$ cat src/design/ardr_pkg.sv
// shared types, constants and helpers for the art-net dmx packet router
`default_nettype none

package ardr_pkg;

   localparam int PACKET_CAPACITY = 550;
   localparam int UNIVERSE_SLOTS  = 512;
   localparam int QUEUE_DEPTH     = 4;

   localparam int POS_W  = 10;
   localparam int CSR_IW = 3;
   localparam int CSR_DW = 7;

   localparam logic [POS_W-1:0] POS_MAX    = 10'd1023;
   localparam logic [POS_W-1:0] DATA_START = 10'd18;

   localparam logic [15:0] OP_DMX       = 16'h5000;
   localparam logic [15:0] OP_POLL      = 16'h2000;
   localparam logic [15:0] OP_POLLREPLY = 16'h2100;

   localparam logic [6:0] NODE_NET_RESET    = 7'd0;
   localparam logic [3:0] NODE_SUBNET_RESET = 4'd0;
   localparam logic [3:0] UNIVERSE_A_RESET  = 4'd1;
   localparam logic [3:0] UNIVERSE_B_RESET  = 4'd2;
   localparam logic [3:0] UNIVERSE_C_RESET  = 4'd3;
   localparam logic [3:0] UNIVERSE_D_RESET  = 4'd4;

   typedef enum logic [CSR_IW-1:0] {
      CSR_NODE_NET,
      CSR_NODE_SUBNET,
      CSR_UNIVERSE_A,
      CSR_UNIVERSE_B,
      CSR_UNIVERSE_C,
      CSR_UNIVERSE_D
   } csr_index_type;

   typedef enum logic [2:0] {
      ST_NOT_ARTNET,
      ST_DMX_ROUTED,
      ST_DMX_NOT_OURS,
      ST_POLL,
      ST_POLLREPLY,
      ST_UNKNOWN,
      ST_TRUNCATED
   } status_type;

   typedef struct packed {
      logic       write_valid;
      logic [3:0] output_mask;
      logic [8:0] channel;
      logic [7:0] slot_value;
      logic       packet_end;
      status_type packet_status;
   } result_type;

   // art-net id string with trailing nul
   function automatic logic [7:0] id_byte(input logic [2:0] pos);
      logic [7:0] b;
      unique case (pos)
         3'd0: b = 8'h41;
         3'd1: b = 8'h72;
         3'd2: b = 8'h74;
         3'd3: b = 8'h2D;
         3'd4: b = 8'h4E;
         3'd5: b = 8'h65;
         3'd6: b = 8'h74;
         3'd7: b = 8'h00;
      endcase
      return b;
   endfunction

endpackage

`default_nettype wire

$ cat src/design/ardr_parser.sv
// front end: header parsing, routing match and per-byte classification
`default_nettype none

module ardr_parser #(
   parameter int PACKET_CAPACITY = ardr_pkg::PACKET_CAPACITY,
   parameter int UNIVERSE_SLOTS  = ardr_pkg::UNIVERSE_SLOTS
) (
   input  wire logic                        clock,
   input  wire logic                        reset,
   input  wire logic                        accept,
   input  wire logic [7:0]                  rx_byte,
   input  wire logic                        rx_last,
   input  wire logic                        csr_write_enable,
   input  wire logic [ardr_pkg::CSR_IW-1:0] csr_index,
   input  wire logic [ardr_pkg::CSR_DW-1:0] csr_write_data,
   output logic                             push,
   output ardr_pkg::result_type             result
);

   localparam int NEED_LIMIT = (UNIVERSE_SLOTS < PACKET_CAPACITY - 18) ?
                               UNIVERSE_SLOTS : PACKET_CAPACITY - 18;
   localparam logic [ardr_pkg::POS_W-1:0] SLOTS_L = ardr_pkg::POS_W'(UNIVERSE_SLOTS);
   localparam logic [ardr_pkg::POS_W-1:0] CAP_L   = ardr_pkg::POS_W'(PACKET_CAPACITY);
   localparam logic [15:0]                NEED_L  = 16'(NEED_LIMIT);
   localparam logic [ardr_pkg::POS_W-1:0] POS_OPLO  = 10'd8;
   localparam logic [ardr_pkg::POS_W-1:0] POS_OPHI  = 10'd9;
   localparam logic [ardr_pkg::POS_W-1:0] POS_SUB   = 10'd14;
   localparam logic [ardr_pkg::POS_W-1:0] POS_NET   = 10'd15;
   localparam logic [ardr_pkg::POS_W-1:0] POS_LENHI = 10'd16;
   localparam logic [ardr_pkg::POS_W-1:0] POS_LENLO = 10'd17;

   logic [6:0] node_net_ff;
   logic [3:0] node_subnet_ff;
   logic [3:0] universe_a_ff, universe_b_ff, universe_c_ff, universe_d_ff;

   logic [ardr_pkg::POS_W-1:0] pos_ff, pos_in;
   logic        header_ff, header_in;
   logic [15:0] opcode_ff, opcode_in;
   logic        net_ff, net_in;
   logic [15:0] len_ff, len_in;
   logic [3:0]  route_ff, route_in;

   logic                       ours;
   logic [ardr_pkg::POS_W-1:0] idx;
   logic [ardr_pkg::POS_W-1:0] got;
   logic [15:0]                need;
   logic                       wr;
   ardr_pkg::status_type       status;

   always_comb begin
      header_in = header_ff;
      opcode_in = opcode_ff;
      net_in    = net_ff;
      len_in    = len_ff;
      route_in  = route_ff;
      if (pos_ff < POS_OPLO) begin
         if (rx_byte != ardr_pkg::id_byte(pos_ff[2:0])) begin
            header_in = 1'b0;
         end
      end
      if (pos_ff == POS_OPLO) begin
         opcode_in[7:0] = rx_byte;
      end
      if (pos_ff == POS_OPHI) begin
         opcode_in[15:8] = rx_byte;
      end
      if (pos_ff == POS_SUB) begin
         route_in[0] = (rx_byte == {node_subnet_ff, universe_a_ff});
         route_in[1] = (rx_byte == {node_subnet_ff, universe_b_ff});
         route_in[2] = (rx_byte == {node_subnet_ff, universe_c_ff});
         route_in[3] = (rx_byte == {node_subnet_ff, universe_d_ff});
      end
      if (pos_ff == POS_NET) begin
         net_in = (rx_byte == {1'b0, node_net_ff});
      end
      if (pos_ff == POS_LENHI) begin
         len_in[15:8] = rx_byte;
      end
      if (pos_ff == POS_LENLO) begin
         len_in[7:0] = rx_byte;
      end
   end

   always_comb begin
      ours = header_in && (opcode_in == ardr_pkg::OP_DMX) && net_in && (route_in != 4'd0);
      idx  = pos_ff - ardr_pkg::DATA_START;
      got  = pos_ff - POS_LENLO;
      need = (len_in < NEED_L) ? len_in : NEED_L;
      wr   = (pos_ff >= ardr_pkg::DATA_START) && ours && ({6'd0, idx} < len_in) &&
             (idx < SLOTS_L) && (pos_ff < CAP_L);
   end

   always_comb begin
      priority if (!header_in) begin
         status = ardr_pkg::ST_NOT_ARTNET;
      end else if (pos_ff < POS_OPHI) begin
         status = ardr_pkg::ST_TRUNCATED;
      end else if (opcode_in == ardr_pkg::OP_DMX) begin
         priority if (pos_ff < POS_LENLO) begin
            status = ardr_pkg::ST_TRUNCATED;
         end else if (!ours) begin
            status = ardr_pkg::ST_DMX_NOT_OURS;
         end else if ({6'd0, got} < need) begin
            status = ardr_pkg::ST_TRUNCATED;
         end else begin
            status = ardr_pkg::ST_DMX_ROUTED;
         end
      end else if (opcode_in == ardr_pkg::OP_POLL) begin
         status = ardr_pkg::ST_POLL;
      end else if (opcode_in == ardr_pkg::OP_POLLREPLY) begin
         status = ardr_pkg::ST_POLLREPLY;
      end else begin
         status = ardr_pkg::ST_UNKNOWN;
      end
   end

   always_comb begin
      push                 = accept && (wr || rx_last);
      result.write_valid   = wr;
      result.output_mask   = wr ? route_in : 4'd0;
      result.channel       = wr ? idx[8:0] : 9'd0;
      result.slot_value    = wr ? rx_byte : 8'd0;
      result.packet_end    = rx_last;
      result.packet_status = rx_last ? status : ardr_pkg::ST_NOT_ARTNET;
      pos_in = pos_ff;
      if (rx_last) begin
         pos_in = '0;
      end else if (pos_ff < ardr_pkg::POS_MAX) begin
         pos_in = pos_ff + 10'd1;
      end
   end

   always_ff @(posedge clock) begin
      if (reset) begin
         pos_ff    <= '0;
         header_ff <= 1'b1;
         opcode_ff <= '0;
         net_ff    <= 1'b0;
         len_ff    <= '0;
         route_ff  <= '0;
      end else if (accept) begin
         pos_ff <= pos_in;
         if (rx_last) begin
            header_ff <= 1'b1;
            opcode_ff <= '0;
            net_ff    <= 1'b0;
            len_ff    <= '0;
            route_ff  <= '0;
         end else begin
            header_ff <= header_in;
            opcode_ff <= opcode_in;
            net_ff    <= net_in;
            len_ff    <= len_in;
            route_ff  <= route_in;
         end
      end
   end

   always_ff @(posedge clock) begin
      if (reset) begin
         node_net_ff    <= ardr_pkg::NODE_NET_RESET;
         node_subnet_ff <= ardr_pkg::NODE_SUBNET_RESET;
         universe_a_ff  <= ardr_pkg::UNIVERSE_A_RESET;
         universe_b_ff  <= ardr_pkg::UNIVERSE_B_RESET;
         universe_c_ff  <= ardr_pkg::UNIVERSE_C_RESET;
         universe_d_ff  <= ardr_pkg::UNIVERSE_D_RESET;
      end else if (csr_write_enable) begin
         unique case (ardr_pkg::csr_index_type'(csr_index))
            ardr_pkg::CSR_NODE_NET:    node_net_ff    <= csr_write_data;
            ardr_pkg::CSR_NODE_SUBNET: node_subnet_ff <= csr_write_data[3:0];
            ardr_pkg::CSR_UNIVERSE_A:  universe_a_ff  <= csr_write_data[3:0];
            ardr_pkg::CSR_UNIVERSE_B:  universe_b_ff  <= csr_write_data[3:0];
            ardr_pkg::CSR_UNIVERSE_C:  universe_c_ff  <= csr_write_data[3:0];
            ardr_pkg::CSR_UNIVERSE_D:  universe_d_ff  <= csr_write_data[3:0];
            default: ;
         endcase
      end
   end

`ifndef NO_ASSERTIONS
   a_last_clears_pos: assert property (@(posedge clock) disable iff (reset)
      accept && rx_last |=> pos_ff == '0)
      else $error("position not cleared after last item");
   a_push_needs_accept: assert property (@(posedge clock) disable iff (reset)
      push |-> accept)
      else $error("push without accepted item");
   a_write_in_data: assert property (@(posedge clock) disable iff (reset)
      push && result.write_valid |-> pos_ff >= ardr_pkg::DATA_START && pos_ff < CAP_L)
      else $error("write outside data region");
`endif

endmodule

`default_nettype wire

$ cat src/design/ardr_queue.sv
// back end: short result queue whose head drives the response channel
`default_nettype none

module ardr_queue #(
   parameter int DEPTH = ardr_pkg::QUEUE_DEPTH
) (
   input  wire logic                 clock,
   input  wire logic                 reset,
   input  wire logic                 push,
   input  wire ardr_pkg::result_type push_data,
   output logic                      full,
   output logic                      rsp_valid,
   input  wire logic                 rsp_ready,
   output ardr_pkg::result_type      head
);

   localparam int PTR_W = $clog2(DEPTH);
   localparam int CNT_W = $clog2(DEPTH + 1);

   ardr_pkg::result_type entries_ff [DEPTH];
   ardr_pkg::result_type entries_in [DEPTH];
   logic [CNT_W-1:0]     count_ff, count_in;
   logic [CNT_W-1:0]     wr_cnt;
   logic                 pop;

   always_comb begin
      full      = (count_ff == CNT_W'(DEPTH));
      rsp_valid = (count_ff != '0);
      head      = entries_ff[0];
      pop       = rsp_valid && rsp_ready;
      wr_cnt    = pop ? count_ff - CNT_W'(1) : count_ff;
      count_in  = wr_cnt + CNT_W'(push);
      for (int i = 0; i < DEPTH; i++) begin
         entries_in[i] = entries_ff[i];
      end
      if (pop) begin
         for (int i = 0; i < DEPTH - 1; i++) begin
            entries_in[i] = entries_ff[i+1];
         end
      end
      if (push) begin
         entries_in[wr_cnt[PTR_W-1:0]] = push_data;
      end
   end

   always_ff @(posedge clock) begin
      for (int i = 0; i < DEPTH; i++) begin
         entries_ff[i] <= entries_in[i];
      end
   end

   always_ff @(posedge clock) begin
      if (reset) begin
         count_ff <= '0;
      end else begin
         count_ff <= count_in;
      end
   end

`ifndef NO_ASSERTIONS
   a_count_bound: assert property (@(posedge clock) disable iff (reset)
      count_ff <= CNT_W'(DEPTH))
      else $error("queue count beyond depth");
   a_no_push_full: assert property (@(posedge clock) disable iff (reset)
      push |-> !full)
      else $error("push into full queue");
   a_pop_drains: assert property (@(posedge clock) disable iff (reset)
      pop && !push |=> count_ff == $past(count_ff) - CNT_W'(1))
      else $error("pop did not drain queue");
`endif

endmodule

`default_nettype wire

$ cat src/design/artnet_dmx_packet_router.sv
// top level of the art-net dmx packet router
//
// req channel: one udp payload byte per item (req_rx_byte), req_rx_last on the
// final byte of each packet. any byte may be offered in any cycle.
// rsp channel: one item per dmx slot write that routes to at least one output,
// and one item on the last byte of every packet, its slot write if it has one,
// carrying packet_end and status; bytes that are neither produce nothing.
// csr port: write-only, csr_index selects node_net, node_subnet, universe_a..d.
// throughput: one byte per cycle while req_ready is high, set by the header parser.
// each result enters the queue when its byte is accepted, behind any results not yet taken.
// a four-item queue sits between parser and rsp; when rsp_ready is held low the
// queue fills and req_ready drops once it holds four items, resuming the cycle
// after a result is taken.
// reset: parse state returns to the start of a packet, the queue empties,
// node_net and node_subnet clear and universes a..d return to 1..4.
`default_nettype none

module artnet_dmx_packet_router #(
   parameter int PACKET_CAPACITY = ardr_pkg::PACKET_CAPACITY,
   parameter int UNIVERSE_SLOTS  = ardr_pkg::UNIVERSE_SLOTS,
   parameter int QUEUE_DEPTH     = ardr_pkg::QUEUE_DEPTH
) (
   input  wire logic                        clock,
   input  wire logic                        reset,
   input  wire logic                        req_valid,
   output logic                             req_ready,
   input  wire logic [7:0]                  req_rx_byte,
   input  wire logic                        req_rx_last,
   output logic                             rsp_valid,
   input  wire logic                        rsp_ready,
   output logic                             rsp_write_valid,
   output logic [3:0]                       rsp_output_mask,
   output logic [8:0]                       rsp_channel,
   output logic [7:0]                       rsp_slot_value,
   output logic                             rsp_packet_end,
   output logic [2:0]                       rsp_packet_status,
   input  wire logic                        csr_write_enable,
   input  wire logic [ardr_pkg::CSR_IW-1:0] csr_index,
   input  wire logic [ardr_pkg::CSR_DW-1:0] csr_write_data
);

   logic                 accept;
   logic                 push;
   logic                 full;
   ardr_pkg::result_type result;
   ardr_pkg::result_type head;

   assign req_ready = !full;
   assign accept    = req_valid && req_ready;

   ardr_parser #(
      .PACKET_CAPACITY(PACKET_CAPACITY),
      .UNIVERSE_SLOTS (UNIVERSE_SLOTS)
   ) u_parser (
      .clock           (clock),
      .reset           (reset),
      .accept          (accept),
      .rx_byte         (req_rx_byte),
      .rx_last         (req_rx_last),
      .csr_write_enable(csr_write_enable),
      .csr_index       (csr_index),
      .csr_write_data  (csr_write_data),
      .push            (push),
      .result          (result)
   );

   ardr_queue #(
      .DEPTH(QUEUE_DEPTH)
   ) u_queue (
      .clock    (clock),
      .reset    (reset),
      .push     (push),
      .push_data(result),
      .full     (full),
      .rsp_valid(rsp_valid),
      .rsp_ready(rsp_ready),
      .head     (head)
   );

   assign rsp_write_valid   = head.write_valid;
   assign rsp_output_mask   = head.output_mask;
   assign rsp_channel       = head.channel;
   assign rsp_slot_value    = head.slot_value;
   assign rsp_packet_end    = head.packet_end;
   assign rsp_packet_status = head.packet_status;

endmodule

`default_nettype wire

$ cat config.mk
export PLATFORM = sky130hd
export DESIGN_NAME = artnet_dmx_packet_router
export DESIGN_NICKNAME = d
export VERILOG_FILES = /design/src/design/ardr_pkg.sv /design/src/design/ardr_parser.sv /design/src/design/ardr_queue.sv /design/src/design/artnet_dmx_packet_router.sv
export SDC_FILE = /design/constraint.sdc
export NUM_CORES = 1
export LEC_CHECK = 0
export ABC_AREA = 0
export BUFFER_PORTS_ARGS = -buffer_cell sky130_fd_sc_hd__buf_2
export CAP_MARGIN = 0
export CORE_AREA = 2 2 134 136
export CTS_BUF_LIST = sky130_fd_sc_hd__clkbuf_4
export DETAILED_ROUTE_END_ITERATION = 10
export DIE_AREA = 0 0 136 138
export GPL_TIMING_DRIVEN = 0
export PLACE_DENSITY = 0.72
export SYNTH_ARGS = -nofsm -noshare
export SYNTH_HDL_FRONTEND = slang
export SYNTH_SLANG_ARGS = --single-unit
$ cat constraint.sdc
create_clock -name clock -period 11.1 [get_ports clock]
set_input_delay 2.22 -clock clock [delete_from_list [all_inputs] [get_ports clock]]
set_output_delay 2.22 -clock clock [all_outputs]
set_load 0.005 [all_outputs]
Word-level counts from Yosys, hierarchy flattened
Memory sizes are Yosys's and may differ from the RTL's. A register that Yosys moved wholly into a read port is not among the register bits.
Index checks and enable logic that the tools add are counted.

operators by class
  add/subtract/negate cells = 5
  multipliers = 0
  div/mod/pow operators = 0
  order comparisons = 12
  equality and inequality tests = 21
  shift operators = 0
  mux-type cells = 37
  bitwise operators = 1
  reductions and logical operators = 24

operator list
  cell                     count
  $bwmux W104              1
  $mux W104                1
  $mux W78                 1
  $demux W26 S2            1
  $mux W16                 3
  $mux W8                  6
  $eq A10 B4 Y1 const B    4
  $mux W3                  11
  $eq A16 B14 Y1 const B   2
  $eq A8 B8 Y1             4
  $lt A10 B16 Y1           2
  $lt A10 B10 Y1 const B   3
  $mux W26                 1
  $eq A10 B5 Y1 const B    2
  $lt A10 B4 Y1 const B    2
  $mux W10                 2
  $sub A10 B5 Y10 const B  2
  $eq A16 B15 Y1 const B   1
  $lt A16 B10 Y1 const B   1
  $reduce_and A2 Y1        7
  $mux W4                  3
  $logic_and A1 B1 Y1      11
  $add A10 B1 Y10 const B  1
  $ge A10 B5 Y1 const B    1
  other kinds (19)         27

word-level totals
  register bits after elaboration = 78
  bits in latches = 0
  memory bits (writable) = 104
  memory bits (read-only) = 56
  input bits = 24
  output and inout port bits = 28
  memories = 2

memory list
  memory              depth  width  rd ports  clocked after memory_dff  write ports  RTL line          text
  u_queue.entries_ff  4      26     4         0                         4            ardr_queue.sv:20  ardr_pkg::result_type entries_ff [DEPTH];
  (no name shown)     8      7      1         1                         0            ardr_pkg.sv:59    unique case (pos)

Depth between registers and ports, before layout
  depth after elaboration = 16
  depth in mapped cells = 22

By module
A second synthesis with hierarchy kept.

unflattened totals
  cell total of the unflattened synthesis = 965
  area, all modules = 8998.6 µm²

modules (own cells, without submodules)
  module                    instances  cells an instance  area an instance (µm²)
  ardr_parser               1          608                5038.6
  ardr_queue                1          355                3950.0
  artnet_dmx_packet_router  1          2                  10.0

Least setup slack after synthesis
OpenSTA, ideal clock, no wires.

  path type = in2reg
  from = input port req_rx_byte[0]
  to = register with a tool-made name
  library setup time = 0.475 ns
  arrival time = 7.255 ns
  data required time = 10.625 ns
  path slack = 3.370 ns
  stages on the path = 12
  buffers on the path = 3
  path through = clkbuf_1 clkbuf_1 mux2_2 inv_1 ha_1 a2111oi_0 o21ai_0 o21a_1 nor4_4 buf_6 nor2_1 nor4_1

RTL lines
  element          RTL line                        text
  start, declared  artnet_dmx_packet_router.sv:27  input wire logic [7:0] req_rx_byte,

==> reports/results.ini <==
[outcome]
status = finished, final reports clean

[clocking]
cts-htree-levels = 4
hold_buffers = 0
clockBufferDepth = 2
tritoncts = built
clockRootBuffer = clkbuf_4
cts_buffers = 17
post_cts_buffers = 0
cts_resized = 0
path_clk_slew_ns = 0.15
insertion_delay_ns = 0.62
cts_sinks = 189

[floorplanning]
ios = 52
die_h_um = 138
coreArea_mm2 = 0.0175
dieWidth_um = 136
die_area_mm2 = 0.0188
initial_core_util_pct = 53.6
row_count = 49

[worst_setup_path]
crit_fanout = 10
critPathArrivalTime_ns = 6.57
cp.required_ns = 11.43
end_kind = flop
rr_worst_depth = 18
reg2reg_from = u_parser.pos_ff[2]
critPathKind = in2reg
reg2reg_slack_ns = 5.43
start_kind = input port

[yosys]
syn_area_per_cell_um2 = 10.0
yosysWarnings = 0
synth_area_leader_cell = dfxtp_1
synthArstFlopShare_pct = 0
synth_seq_area_share_pct = 43.0
synth_area_mm2 = 0.00941
synth-compound-area-share_pct = 8.47
synth_seq_cells = 189
synth_top_area_share_pct = 34.7
synthMuxAreaShare_pct = 20.0
synth_area_leaders = dfxtp_1 (35%), mux2i_1 (18%), edfxtp_1 (8.3%)
synthXorXnorAreaFrac_pct = 5.49
synthCells = 938
ys_types = 56
ys.flop_type = dfxtp_1
synth_top_family_by_area = multiplexers
synthSimpleGateAreaFrac_pct = 13.3
synth_nets = 999
synthAdderAreaFrac_pct = 4.92
synth_edf_count = 26

[cells_and_area]
finalNetCount = 1068
layout_common_cells = mux2i_1 (171), dfxtp_1 (163), nor2_1 (91)
nFillCells = 1577
diodes = 0
final_common_cell = mux2i_1
syn2layout_area_growth_pct = 8.82
final_cell_area_mm2 = 0.0102
fin_util_pct = 58.4
drive_gt1_share_pct = 12.5

[timing]
fin_tns_setup_ns = 0
maxSlewViolCount = 0
max_slew_margin_pct = 13.4
max_freq_mhz = 160
min_period_ns = 6.24
skew_ns = 0.0232
tightest_slew_ns = 1.29
finalHoldViolCount = 0
rsz0062_at_grt = no
period_share_pct = 56.2
setup_viol = 0
fin_ws_ns = 4.86

[min_path]
hold-path-cell-count = 2
hold_path.class = reg2reg
worstHoldEndpoint = u_parser.len_ff[0]
hp-start = u_parser.len_ff[0]

[placement]
hpwl_mm = 15.4
dp_slack_ns = 4.20
gp_congestion = 0.877
post_dp_cell_area_mm2 = 0.00996
port-buffer-count = 47

[grt]
grt_max_degree = 19
grt_first_pass_wirelength_mm = 34.1
antenna_found_initial = 0
grt.total_usage_pct = 22.9
overflow = 0
grt_pass1_vias = 6654

[drt]
drt-total-wl_mm = 20.7
vias_per_cell = 5.53
firstDrtPassIters = 5
drc = 0
final_antenna_net_count = 0
drt_first_iter_violations = 481
wl_per_cell_um = 16.6
num_vias = 6910

[job]
drv_cap = 0

[pwr]
leakage_nw = 5.05
power.density_mw_per_mm2 = 184
irDropWorstVdd_uv = 93.6
power.total_mw = 1.88

==> report_power, final <==
group / internal [mW] / switching [mW] / total [mW]
Clock: 0.120 / 0.260 / 0.380
Combinational: 0.282 / 0.294 / 0.576
Sequential: 0.850 / 0.0757 / 0.925
==> worst max-delay path by stage <==
stage,from,end,slack (ns),cells after the start
after floorplan,req_rx_byte[0],flop,3.37,12
after global placement,req_rx_byte[0],flop,1.27,12
after detailed placement,req_rx_byte[0],flop,4.20,15
after CTS,req_rx_byte[0],flop,4.85,15
after global routing,req_rx_byte[0],flop,4.47,15
final,req_rx_byte[0],flop,4.86,15
==> synthesized netlist by cell type, types with 2 or more instances <==
| master | n |
|---|---|
| mux2i_1 | 171 |
| dfxtp_1 | 163 |
| nor2_1 | 91 |
| nand2_1 | 59 |
| inv_1 | 47 |
| xor2_1 | 45 |
| ha_1 | 37 |
| a22oi_1 | 35 |
| clkbuf_1 | 32 |
| a21oi_1 | 28 |
| edfxtp_1 | 26 |
| mux2_2 | 14 |
| nor4_1 | 14 |
| xnor2_1 | 14 |
| nand3_1 | 13 |
| nor3_1 | 13 |
| o21ai_0 | 12 |
| buf_2 | 9 |
| buf_6 | 9 |
| a21o_1 | 8 |
| and3_1 | 8 |
| a211o_1 | 7 |
| and2_1 | 7 |
| nand2b_1 | 7 |
| nand4_1 | 7 |
| nor2b_1 | 6 |
| a22o_1 | 4 |
| buf_1 | 4 |
| o21ai_1 | 4 |
| nand2_2 | 3 |
| nand4b_1 | 3 |
| nor3b_1 | 3 |
| o21a_1 | 3 |
| o21ai_4 | 3 |
| or4_1 | 3 |
| a211oi_1 | 2 |
| nand3b_1 | 2 |
| nor4_4 | 2 |
| nor4b_1 | 2 |
| or3_1 | 2 |
==> stage by stage <==
stage / hold slack (ns) / std cells
2_1_floorplan: 0.428 / 938
3_3_place_gp: 0.443 / 1214
3_5_place_dp: 0.457 / 1217
4_1_cts: 0.480 / 1249
5_1_grt: 0.499 / 1249
6_report: 0.487 / 1249
==> kinds of logic (layout without fill, tap and decap cells) <==
family / after synthesis / in the layout
and+or+nand+nor: 252 / 252
adders and majority gates: 37 / 37
buffers and inverters: 101 / 183
DFF: 189 / 189
muxes: 186 / 186
AOI/OAI and AO/OA: 114 / 114
xor gates and xnor gates: 59 / 59
==> critical path, cell delays in order <==
cell	delay, ns
clkbuf_1	0.46
clkbuf_1	0.51
mux2_2	0.31
inv_1	0.05
ha_1	0.18
a2111oi_0	0.36
o21ai_0	0.16
o21a_1	0.24
nor4_4	0.59
buf_6	0.22
nor2_1	0.07
nor4_2	0.51
buf_4	0.28
buf_4	0.21
buf_4	0.19
==> layout make-up <==
cell class / instances / area, µm² / share of cell area (%)
well taps: 229 / 287 / 2.80
clock inverters: 15 / 151 / 1.48
multi-input cells: 648 / 4910 / 48.0
inverters: 47 / 176 / 1.72
plain buffers: 54 / 282 / 2.75
repair buffers: 50 / 258 / 2.52
flip-flops and latches: 189 / 4040 / 39.5
clock buffers: 17 / 128 / 1.25
==> routing by layer <==
| layer | track usage, % | wire length, µm | part of all wire, % |
|---|---|---|---|
| met3 | 4.62 | 1010 | 4.9 |
| met5 | 0 | 0 | 0 |
| met1 | 30.1 | 9640 | 47 |
| met2 | 38.1 | 9750 | 47 |
| met4 | 6.58 | 287 | 1.4 |
Power figures use the tool's default switching activity.
